**config.mk**
```make
export PLATFORM = sky130hd
export DESIGN_NAME = framebuffer_pixel_writer
export DESIGN_NICKNAME = d
export VERILOG_FILES = /design/src/rtl/core/fbpw_pkg.sv /design/src/rtl/core/fbpw_cfg.sv /design/src/rtl/core/fbpw_chan.sv /design/src/rtl/core/fbpw_addr.sv /design/src/rtl/core/framebuffer_pixel_writer.sv
export SDC_FILE = /design/constraint.sdc
export NUM_CORES = 2
export LEC_CHECK = 0
export BUFFER_PORTS_ARGS = -buffer_cell sky130_fd_sc_hd__buf_2
export CORE_MARGIN = 3
export CORE_UTILIZATION = 25
export CTS_CLUSTER_SIZE = 20
export DETAILED_ROUTE_END_ITERATION = 8
export PLACE_DENSITY_LB_ADDON = 0.2
export SYNTH_ARGS = -nofsm -noshare
export SYNTH_HDL_FRONTEND = slang
export SYNTH_SLANG_ARGS = --single-unit
export TNS_END_PERCENT = 100
```
**constraint.sdc**
```tcl
create_clock -name clk_i -period 16.7 [get_ports clk_i]
set_input_delay 0.835 -clock clk_i [delete_from_list [all_inputs] [get_ports clk_i]]
set_output_delay 0.835 -clock clk_i [all_outputs]
set_load 0.03 [all_outputs]
```
**src/rtl/core/fbpw_pkg.sv**
```systemverilog
// types, register codes and constants of the framebuffer pixel writer
package fbpw_pkg;

  localparam int unsigned APB_ADDR_W = 5;
  localparam int unsigned APB_DATA_W = 32;

  typedef enum logic [2:0] {
    REG_FRAME_BASE    = 3'd0,
    REG_SCREEN_WIDTH  = 3'd1,
    REG_SCREEN_HEIGHT = 3'd2,
    REG_ROW_PITCH     = 3'd3,
    REG_BYTES_PER_PIX = 3'd4,
    REG_CHAN_SIZES    = 3'd5,
    REG_CHAN_POS      = 3'd6
  } reg_idx_e;

  typedef enum logic [1:0] {
    PIX_2B,
    PIX_3B,
    PIX_4B
  } pix_size_e;

  localparam logic [2:0] BPP_THREE = 3'd3;
  localparam logic [2:0] BPP_FOUR  = 3'd4;

  localparam logic [3:0]  BE_2B   = 4'h3;
  localparam logic [3:0]  BE_3B   = 4'h7;
  localparam logic [3:0]  BE_4B   = 4'hF;
  localparam logic [31:0] MASK_2B = 32'h0000_FFFF;
  localparam logic [31:0] MASK_3B = 32'h00FF_FFFF;
  localparam logic [31:0] MASK_4B = 32'hFFFF_FFFF;

  localparam logic [31:0] RST_FRAME_BASE    = 32'd0;
  localparam logic [14:0] RST_SCREEN_WIDTH  = 15'd640;
  localparam logic [14:0] RST_SCREEN_HEIGHT = 15'd480;
  localparam logic [15:0] RST_ROW_PITCH     = 16'd2560;
  localparam logic [2:0]  RST_BYTES_PER_PIX = 3'd4;
  localparam logic [11:0] RST_CHAN_SIZES    = 12'd2184;
  localparam logic [14:0] RST_CHAN_POS      = 15'd16640;

  typedef struct packed {
    logic [31:0] frame_base;
    logic [14:0] screen_width;
    logic [14:0] screen_height;
    logic [15:0] row_pitch;
    logic [2:0]  bytes_per_pixel;
    logic [11:0] channel_sizes;
    logic [14:0] channel_positions;
  } cfg_t;

  typedef struct packed {
    logic signed [15:0] pixel_x;
    logic signed [15:0] pixel_y;
    logic [23:0]        color_rgb;
  } pixel_t;

  typedef struct packed {
    logic [31:0] write_address;
    logic [31:0] write_data;
    logic [3:0]  byte_enables;
  } result_t;

  function automatic pix_size_e pix_size(input logic [2:0] bpp);
    pix_size_e s;
    if (bpp == BPP_FOUR) begin
      s = PIX_4B;
    end else if (bpp == BPP_THREE) begin
      s = PIX_3B;
    end else begin
      s = PIX_2B;
    end
    return s;
  endfunction

endpackage

```
**src/rtl/core/fbpw_cfg.sv**
```systemverilog
// apb configuration register file
module fbpw_cfg
  import fbpw_pkg::*;
(
  input  logic                  clk_i,
  input  logic                  rst_ni,
  input  logic                  psel,
  input  logic                  penable,
  input  logic                  pwrite,
  input  logic [APB_ADDR_W-1:0] paddr,
  input  logic [APB_DATA_W-1:0] pwdata,
  output logic [APB_DATA_W-1:0] prdata,
  output logic                  pready,
  output cfg_t                  cfg_o
);

  cfg_t       cfg_q, cfg_d;
  logic       wr_en;
  logic [2:0] idx;

  assign pready = 1'b1;
  assign wr_en  = psel && penable && pwrite && pready;
  assign idx    = paddr[APB_ADDR_W-1:2];

  always_comb begin
    cfg_d = cfg_q;
    if (wr_en) begin
      unique case (idx)
        REG_FRAME_BASE:    cfg_d.frame_base        = pwdata[31:0];
        REG_SCREEN_WIDTH:  cfg_d.screen_width      = pwdata[14:0];
        REG_SCREEN_HEIGHT: cfg_d.screen_height     = pwdata[14:0];
        REG_ROW_PITCH:     cfg_d.row_pitch         = pwdata[15:0];
        REG_BYTES_PER_PIX: cfg_d.bytes_per_pixel   = pwdata[2:0];
        REG_CHAN_SIZES:    cfg_d.channel_sizes     = pwdata[11:0];
        REG_CHAN_POS:      cfg_d.channel_positions = pwdata[14:0];
        default:           cfg_d = cfg_q;
      endcase
    end
  end

  always_ff @(posedge clk_i or negedge rst_ni) begin
    if (!rst_ni) begin
      cfg_q.frame_base        <= RST_FRAME_BASE;
      cfg_q.screen_width      <= RST_SCREEN_WIDTH;
      cfg_q.screen_height     <= RST_SCREEN_HEIGHT;
      cfg_q.row_pitch         <= RST_ROW_PITCH;
      cfg_q.bytes_per_pixel   <= RST_BYTES_PER_PIX;
      cfg_q.channel_sizes     <= RST_CHAN_SIZES;
      cfg_q.channel_positions <= RST_CHAN_POS;
    end else begin
      cfg_q <= cfg_d;
    end
  end

  always_comb begin
    unique case (idx)
      REG_FRAME_BASE:    prdata = cfg_q.frame_base;
      REG_SCREEN_WIDTH:  prdata = {17'd0, cfg_q.screen_width};
      REG_SCREEN_HEIGHT: prdata = {17'd0, cfg_q.screen_height};
      REG_ROW_PITCH:     prdata = {16'd0, cfg_q.row_pitch};
      REG_BYTES_PER_PIX: prdata = {29'd0, cfg_q.bytes_per_pixel};
      REG_CHAN_SIZES:    prdata = {20'd0, cfg_q.channel_sizes};
      REG_CHAN_POS:      prdata = {17'd0, cfg_q.channel_positions};
      default:           prdata = '0;
    endcase
  end

  assign cfg_o = cfg_q;

endmodule

```
**src/rtl/core/fbpw_chan.sv**
```systemverilog
// one color channel: rescale 8 bits to n bits with rounding, then shift into place
module fbpw_chan (
  input  logic [7:0]  color_i,
  input  logic [3:0]  size_i,
  input  logic [4:0]  pos_i,
  output logic [31:0] field_o
);

  logic [22:0] scaled;
  logic [22:0] num;
  logic [23:0] approx;
  logic [15:0] quot;
  logic [23:0] rem;
  logic [14:0] level;

  // num = c * (2^n - 1) + 127
  assign scaled = (23'(color_i) << size_i) - 23'(color_i);
  assign num    = scaled + 23'd127;

  // num / 255 from num/256 * (1 + 1/256 + 1/65536), low by at most one
  assign approx = 24'(num) + 24'(num >> 8) + 24'(num >> 16);
  assign quot   = approx[23:8];
  assign rem    = 24'(num) - (({8'd0, quot} << 8) - 24'(quot));
  assign level  = (rem >= 24'd255) ? 15'(quot + 16'd1) : quot[14:0];

  assign field_o = {17'd0, level} << pos_i;

endmodule

```
**src/rtl/core/fbpw_addr.sv**
```systemverilog
// screen bounds check and byte address of a pixel
module fbpw_addr
  import fbpw_pkg::*;
#(
  parameter int unsigned COORD_BITS = 16,
  parameter int unsigned ADDR_BITS  = 32
) (
  input  logic [15:0] pixel_x_i,
  input  logic [15:0] pixel_y_i,
  input  cfg_t        cfg_i,
  output logic        hit_o,
  output logic [31:0] addr_o
);

  localparam int unsigned CW  = COORD_BITS - 1;
  localparam int unsigned AXW = (ADDR_BITS > 32) ? ADDR_BITS : 32;

  logic [CW-1:0]        xv;
  logic [CW-1:0]        yv;
  logic                 x_neg;
  logic                 y_neg;
  logic [CW+15:0]       row_off;
  logic [CW+1:0]        col_off;
  logic [ADDR_BITS-1:0] addr;
  logic [AXW-1:0]       addr_ext;

  assign x_neg = pixel_x_i[COORD_BITS-1];
  assign y_neg = pixel_y_i[COORD_BITS-1];
  assign xv    = pixel_x_i[CW-1:0];
  assign yv    = pixel_y_i[CW-1:0];

  assign hit_o = !x_neg && !y_neg
              && (15'(xv) < cfg_i.screen_width)
              && (15'(yv) < cfg_i.screen_height);

  assign row_off = (CW+16)'(yv) * (CW+16)'(cfg_i.row_pitch);

  always_comb begin
    unique case (pix_size(cfg_i.bytes_per_pixel))
      PIX_4B:  col_off = (CW+2)'(xv) << 2;
      PIX_3B:  col_off = ((CW+2)'(xv) << 1) + (CW+2)'(xv);
      default: col_off = (CW+2)'(xv) << 1;
    endcase
  end

  assign addr     = ADDR_BITS'(cfg_i.frame_base) + ADDR_BITS'(row_off)
                  + ADDR_BITS'(col_off);
  assign addr_ext = AXW'(addr);
  assign addr_o   = addr_ext[31:0];

endmodule

```
**src/rtl/core/framebuffer_pixel_writer.sv**
```systemverilog
// framebuffer pixel writer top level
//
// Turns pixel write requests (signed x, y, 24-bit RGB) into byte-addressed,
// byte-enabled framebuffer writes in the configured pixel format.
// Input: a word is taken at each rising edge with start high and busy low;
// busy is held low, so one pixel is taken every cycle.
// Output: result_valid_o marks result_o for exactly one cycle; the receiver
// takes it at the edge that ends that cycle and cannot hold it off.
// Pipeline: a taken word goes into the input register and its result into
// the result register, which drives the ports; one pixel per cycle.
// A pixel outside the screen, or with a negative coordinate, gives no result.
// Configuration: APB-style registers at byte addresses 4*i; pready is always
// high. The user writes them only while no pixel is in flight; not enforced.
// Reset: rst_ni clears the pipeline valid bits and loads register defaults
// (640x480, pitch 2560, 4 bytes per pixel, 8:8:8 at 16/8/0).
module framebuffer_pixel_writer
  import fbpw_pkg::*;
#(
  parameter int unsigned COORD_BITS = 16,
  parameter int unsigned ADDR_BITS  = 32
) (
  input  logic                  clk_i,
  input  logic                  rst_ni,
  input  logic                  psel,
  input  logic                  penable,
  input  logic                  pwrite,
  input  logic [APB_ADDR_W-1:0] paddr,
  input  logic [APB_DATA_W-1:0] pwdata,
  output logic [APB_DATA_W-1:0] prdata,
  output logic                  pready,
  input  logic                  start,
  output logic                  busy,
  input  pixel_t                pixel_i,
  output logic                  result_valid_o,
  output result_t               result_o
);

  cfg_t        cfg;
  logic        in_valid_q;
  pixel_t      pixel_q;
  logic        hit;
  logic [31:0] addr;
  logic [31:0] red_f;
  logic [31:0] green_f;
  logic [31:0] blue_f;
  logic [31:0] packed_word;
  result_t     result_d, result_q;
  logic        result_valid_d, result_valid_q;

  assign busy = 1'b0;

  fbpw_cfg u_cfg (
    .clk_i   (clk_i),
    .rst_ni  (rst_ni),
    .psel    (psel),
    .penable (penable),
    .pwrite  (pwrite),
    .paddr   (paddr),
    .pwdata  (pwdata),
    .prdata  (prdata),
    .pready  (pready),
    .cfg_o   (cfg)
  );

  always_ff @(posedge clk_i or negedge rst_ni) begin
    if (!rst_ni) begin
      in_valid_q <= 1'b0;
    end else begin
      in_valid_q <= start && !busy;
    end
  end

  always_ff @(posedge clk_i) begin
    if (start && !busy) begin
      pixel_q <= pixel_i;
    end
  end

  fbpw_addr #(
    .COORD_BITS (COORD_BITS),
    .ADDR_BITS  (ADDR_BITS)
  ) u_addr (
    .pixel_x_i (pixel_q.pixel_x),
    .pixel_y_i (pixel_q.pixel_y),
    .cfg_i     (cfg),
    .hit_o     (hit),
    .addr_o    (addr)
  );

  fbpw_chan u_red (
    .color_i (pixel_q.color_rgb[23:16]),
    .size_i  (cfg.channel_sizes[11:8]),
    .pos_i   (cfg.channel_positions[14:10]),
    .field_o (red_f)
  );

  fbpw_chan u_green (
    .color_i (pixel_q.color_rgb[15:8]),
    .size_i  (cfg.channel_sizes[7:4]),
    .pos_i   (cfg.channel_positions[9:5]),
    .field_o (green_f)
  );

  fbpw_chan u_blue (
    .color_i (pixel_q.color_rgb[7:0]),
    .size_i  (cfg.channel_sizes[3:0]),
    .pos_i   (cfg.channel_positions[4:0]),
    .field_o (blue_f)
  );

  assign packed_word = red_f | green_f | blue_f;

  always_comb begin
    result_d.write_address = addr;
    unique case (pix_size(cfg.bytes_per_pixel))
      PIX_4B: begin
        result_d.write_data   = packed_word & MASK_4B;
        result_d.byte_enables = BE_4B;
      end
      PIX_3B: begin
        result_d.write_data   = packed_word & MASK_3B;
        result_d.byte_enables = BE_3B;
      end
      default: begin
        result_d.write_data   = packed_word & MASK_2B;
        result_d.byte_enables = BE_2B;
      end
    endcase
  end

  assign result_valid_d = in_valid_q && hit;

  always_ff @(posedge clk_i or negedge rst_ni) begin
    if (!rst_ni) begin
      result_valid_q <= 1'b0;
    end else begin
      result_valid_q <= result_valid_d;
    end
  end

  always_ff @(posedge clk_i) begin
    if (result_valid_d) begin
      result_q <= result_d;
    end
  end

  assign result_valid_o = result_valid_q;
  assign result_o       = result_q;

endmodule

```
==> summary.md <==
| Metric | Value |
|---|---|
| Max-cap violations | `0` |
| Seq/Total Area, Yosys | `0.165` |
| Largest cells by area after synthesis | `fa_1, ha_1, edfxtp_1` |
| Mapped Cells | `roughly 4,800` |
| Core box area | `roughly 0.15 mm²` |
| Vias in the first global route | `around 35,000` |
| FF-to-FF path depth | `45` |
| CTS sink cnt | `232` |
| Crit Path Class | `register to register` |
| Flip-flop and latch area | `around 0.0064 mm²` |
| CTS clk-pin slew, worst paths | `around 70 ps` |
| Total grt overflow | `0` |
| Clk root buf | `clkbuf_16` |
| DP Worst Slack | `~2400 ps` |
| Via count | `35,500` |
| Critical Path AT | `~15,000 ps` |
| Final hold violations | `0` |
| NumNets Final | `around 5,600` |
| Clk_lat worst skew | `between 500 and 600 ps` |
| RSZ-0062 raised after global routing | `false` |
| Count of input and output buffers | `roughly 200` |
| Tmin final | `14,470 ps` |
| Worst slew margin | `0.212` |
| Post-synth top area cell | `fa_1` |
| EDFF count, synth | `122` |
| Yosys top cell area share | `0.138` |
| Tcrit/Tclk final | `0.866` |
| Ports | `just over 200` |
| Setup violations, final | `0` |
| Gr usage total | `0.169` |
| Crit end category | `register` |
| Status | `completed` |
| Gr busiest metal | `met2` |
| GR Util met2 | `0.272` |
| WL/cell | `between 20 and 25 µm` |
| Final ANT Viol Nets | `0` |
| Setup TNS | `0 ps` |
| Starting Density | `0.253` |
| Initial drt markers | `around 2,900` |
| Die area | `0.161 mm²` |
| Asr flop ratio synth | `0.474` |
| Primary FF master, synth | `edfxtp_1` |
| Routed Wire Length | `139 mm` |
| Vert. Die Dim | `~400 µm` |
| Worst r2r src | `u_cfg.cfg_o[23]` |
| Commonest non-fill, non-tap cell in the layout | `inv_1` |
| Post-CTS Setup Bufs | `0` |
| Synthesized cell area | `between 0.03 and 0.04 mm²` |
| Gpl congestion | `between 0.9 and 1` |
| H-tree levels | `2` |
| FMAX | `about 0.069 GHz` |
| Synthesis-stage register bit count | `about 230` |
| Global-route wire length before repair | `214 mm` |
| Final core utilization | `0.280` |
| Largest net degree at the start of global routing | `63` |
| Max-slew violation count | `0` |
| Layout cells sized above 1 | `0.0981` |
| CP max-delay cell | `or4b_1` |
| CP max stage delay | `900 ps` |
| Post-DR vias/cell | `around 5` |
| Hpwl dp | `~110 mm` |
| Met3 Track Usage GR | `0.0240` |
| Critical Path RT | `around 17,000 ps` |
| Layout area overhead | `10.8%` |
| Multi-input logic area | `0.0293 mm²` |
| Startpoint Class | `register` |
| DR DRC count | `0` |
| Worst slew pin tran | `between 1000 and 1500 ps` |
| Chip Width | `~400 µm` |
| Post-CTS resize count | `0` |
| Layout fillers | `~17,000` |
| Hold crit path type | `primary input to asynchronous set/reset pin` |
| Worst Skew | `between 20 and 25 ps` |
| FF-to-FF setup slack | `approximately 2200 ps` |
| Clock Path Buffers | `3` |
| Antenna violations before repair | `19` |
| Commonest non-fill, non-tap cells in the layout | `inv_1, nand2_1, ha_1` |
| Met1 Use GR | `0.236` |
| Cts bufs inserted | `35` |
| PnR worst setup slack | `between 2000 and 2500 ps` |
| Synth cell types | `126` |
| YS warnings | `0` |
| Syn_area_per_cell | `around 8 µm²` |
| Critical path peak fanout | `22` |
| 1st-pass router iterations | `6` |
| Hold-fix buffers, CTS | `0` |
| CTS tree | `built` |
| Reg2reg end | `result_o[24]` |
| Row count | `144` |
-- flip-flops by register name, indices dropped and copies added, names as in the netlist --
register,count
u_cfg.cfg_o,108
result_o,66
pixel_q,56
in_valid_q,1
result_valid_o,1
-- cell type report --
| class | count | area share |
|---|---|---|
| tap | 2044 | 0.0591 |
| clock buffer | 44 | 0.0222 |
| timing repair buffer | 236 | 0.0299 |
| sequential | 232 | 0.149 |
| clock inverter | 20 | 0.00399 |
| multi-input combinational | 3693 | 0.678 |
| inverter | 668 | 0.0579 |
| antenna | 5 | 0.000289 |
-- kinds of logic after synthesis --
logic type | after synthesis | share of synthesized area
multiplexers | 151 | 0.0435
XOR/XNOR | 166 | 0.0379
AND/OR/NAND/NOR | 1536 | 0.193
adder cells (fa/ha/maj) | 683 | 0.271
buffers and inverters | 875 | 0.0856
flip-flops | 232 | 0.165
other | 2 | 0.000192
AO/OA/AOI/OAI | 1153 | 0.204
-- worst max path at each step --
stage          slack (ps)           end             from
4_1_cts              2360  result_o[22]  u_cfg.cfg_o[19]
3_5_place_dp         2450  result_o[22]  u_cfg.cfg_o[19]
2_1_floorplan        4930  result_o[22]  u_cfg.cfg_o[19]
5_1_grt              1190  result_o[28]  u_cfg.cfg_o[23]
6_report             2230  result_o[24]  u_cfg.cfg_o[23]
3_3_place_gp         2460  result_o[22]  u_cfg.cfg_o[19]
-- critical path, delay by kind of cell, from the launching register on --
kind / cells / cell delay (ps)
flip-flops: 1 / 640
multiplexers: 3 / 940
adder cells (fa/ha/maj): 6 / 2070
AND/OR/NAND/NOR: 11 / 3830
XOR/XNOR: 2 / 1180
AO/OA/AOI/OAI: 18 / 4890
buffers and inverters: 5 / 610
-- routing by layer --
metal	vias up	wire (µm)
met5	-	20
met4	2	3360
met2	983	62700
li1	17000	-
met3	158	7590
met1	17300	65600
-- cells in the mapped netlist (all sizes together) (57+ instances only) --
master	n
inv	663
nand2	499
ha	413
nor2	308
fa	270
o21ai	247
a21oi	228
clkbuf	167
nor3	138
and2	126
edfxtp	122
xnor2	118
nand3	103
dfrtp	96
mux2i	79
a21o	75
nand2b	66
mux2	65
a211oi	62
o21a	57
-- stage by stage --
| step | cell area (µm²) | hold WS, ps | instances |
|---|---|---|---|
| finish | 43300 | 295 | 6942 |
| global route | 43300 | 323 | 6937 |
| CTS | 43300 | 291 | 6937 |
| detailed placement | 42100 | 520 | 6873 |
| global placement | 42100 | 508 | 6873 |
| floorplan | 39100 | 487 | 4800 |
Power is not shown: default switching activity piles up to over one toggle a cycle in this logic, so the estimate is an artifact.
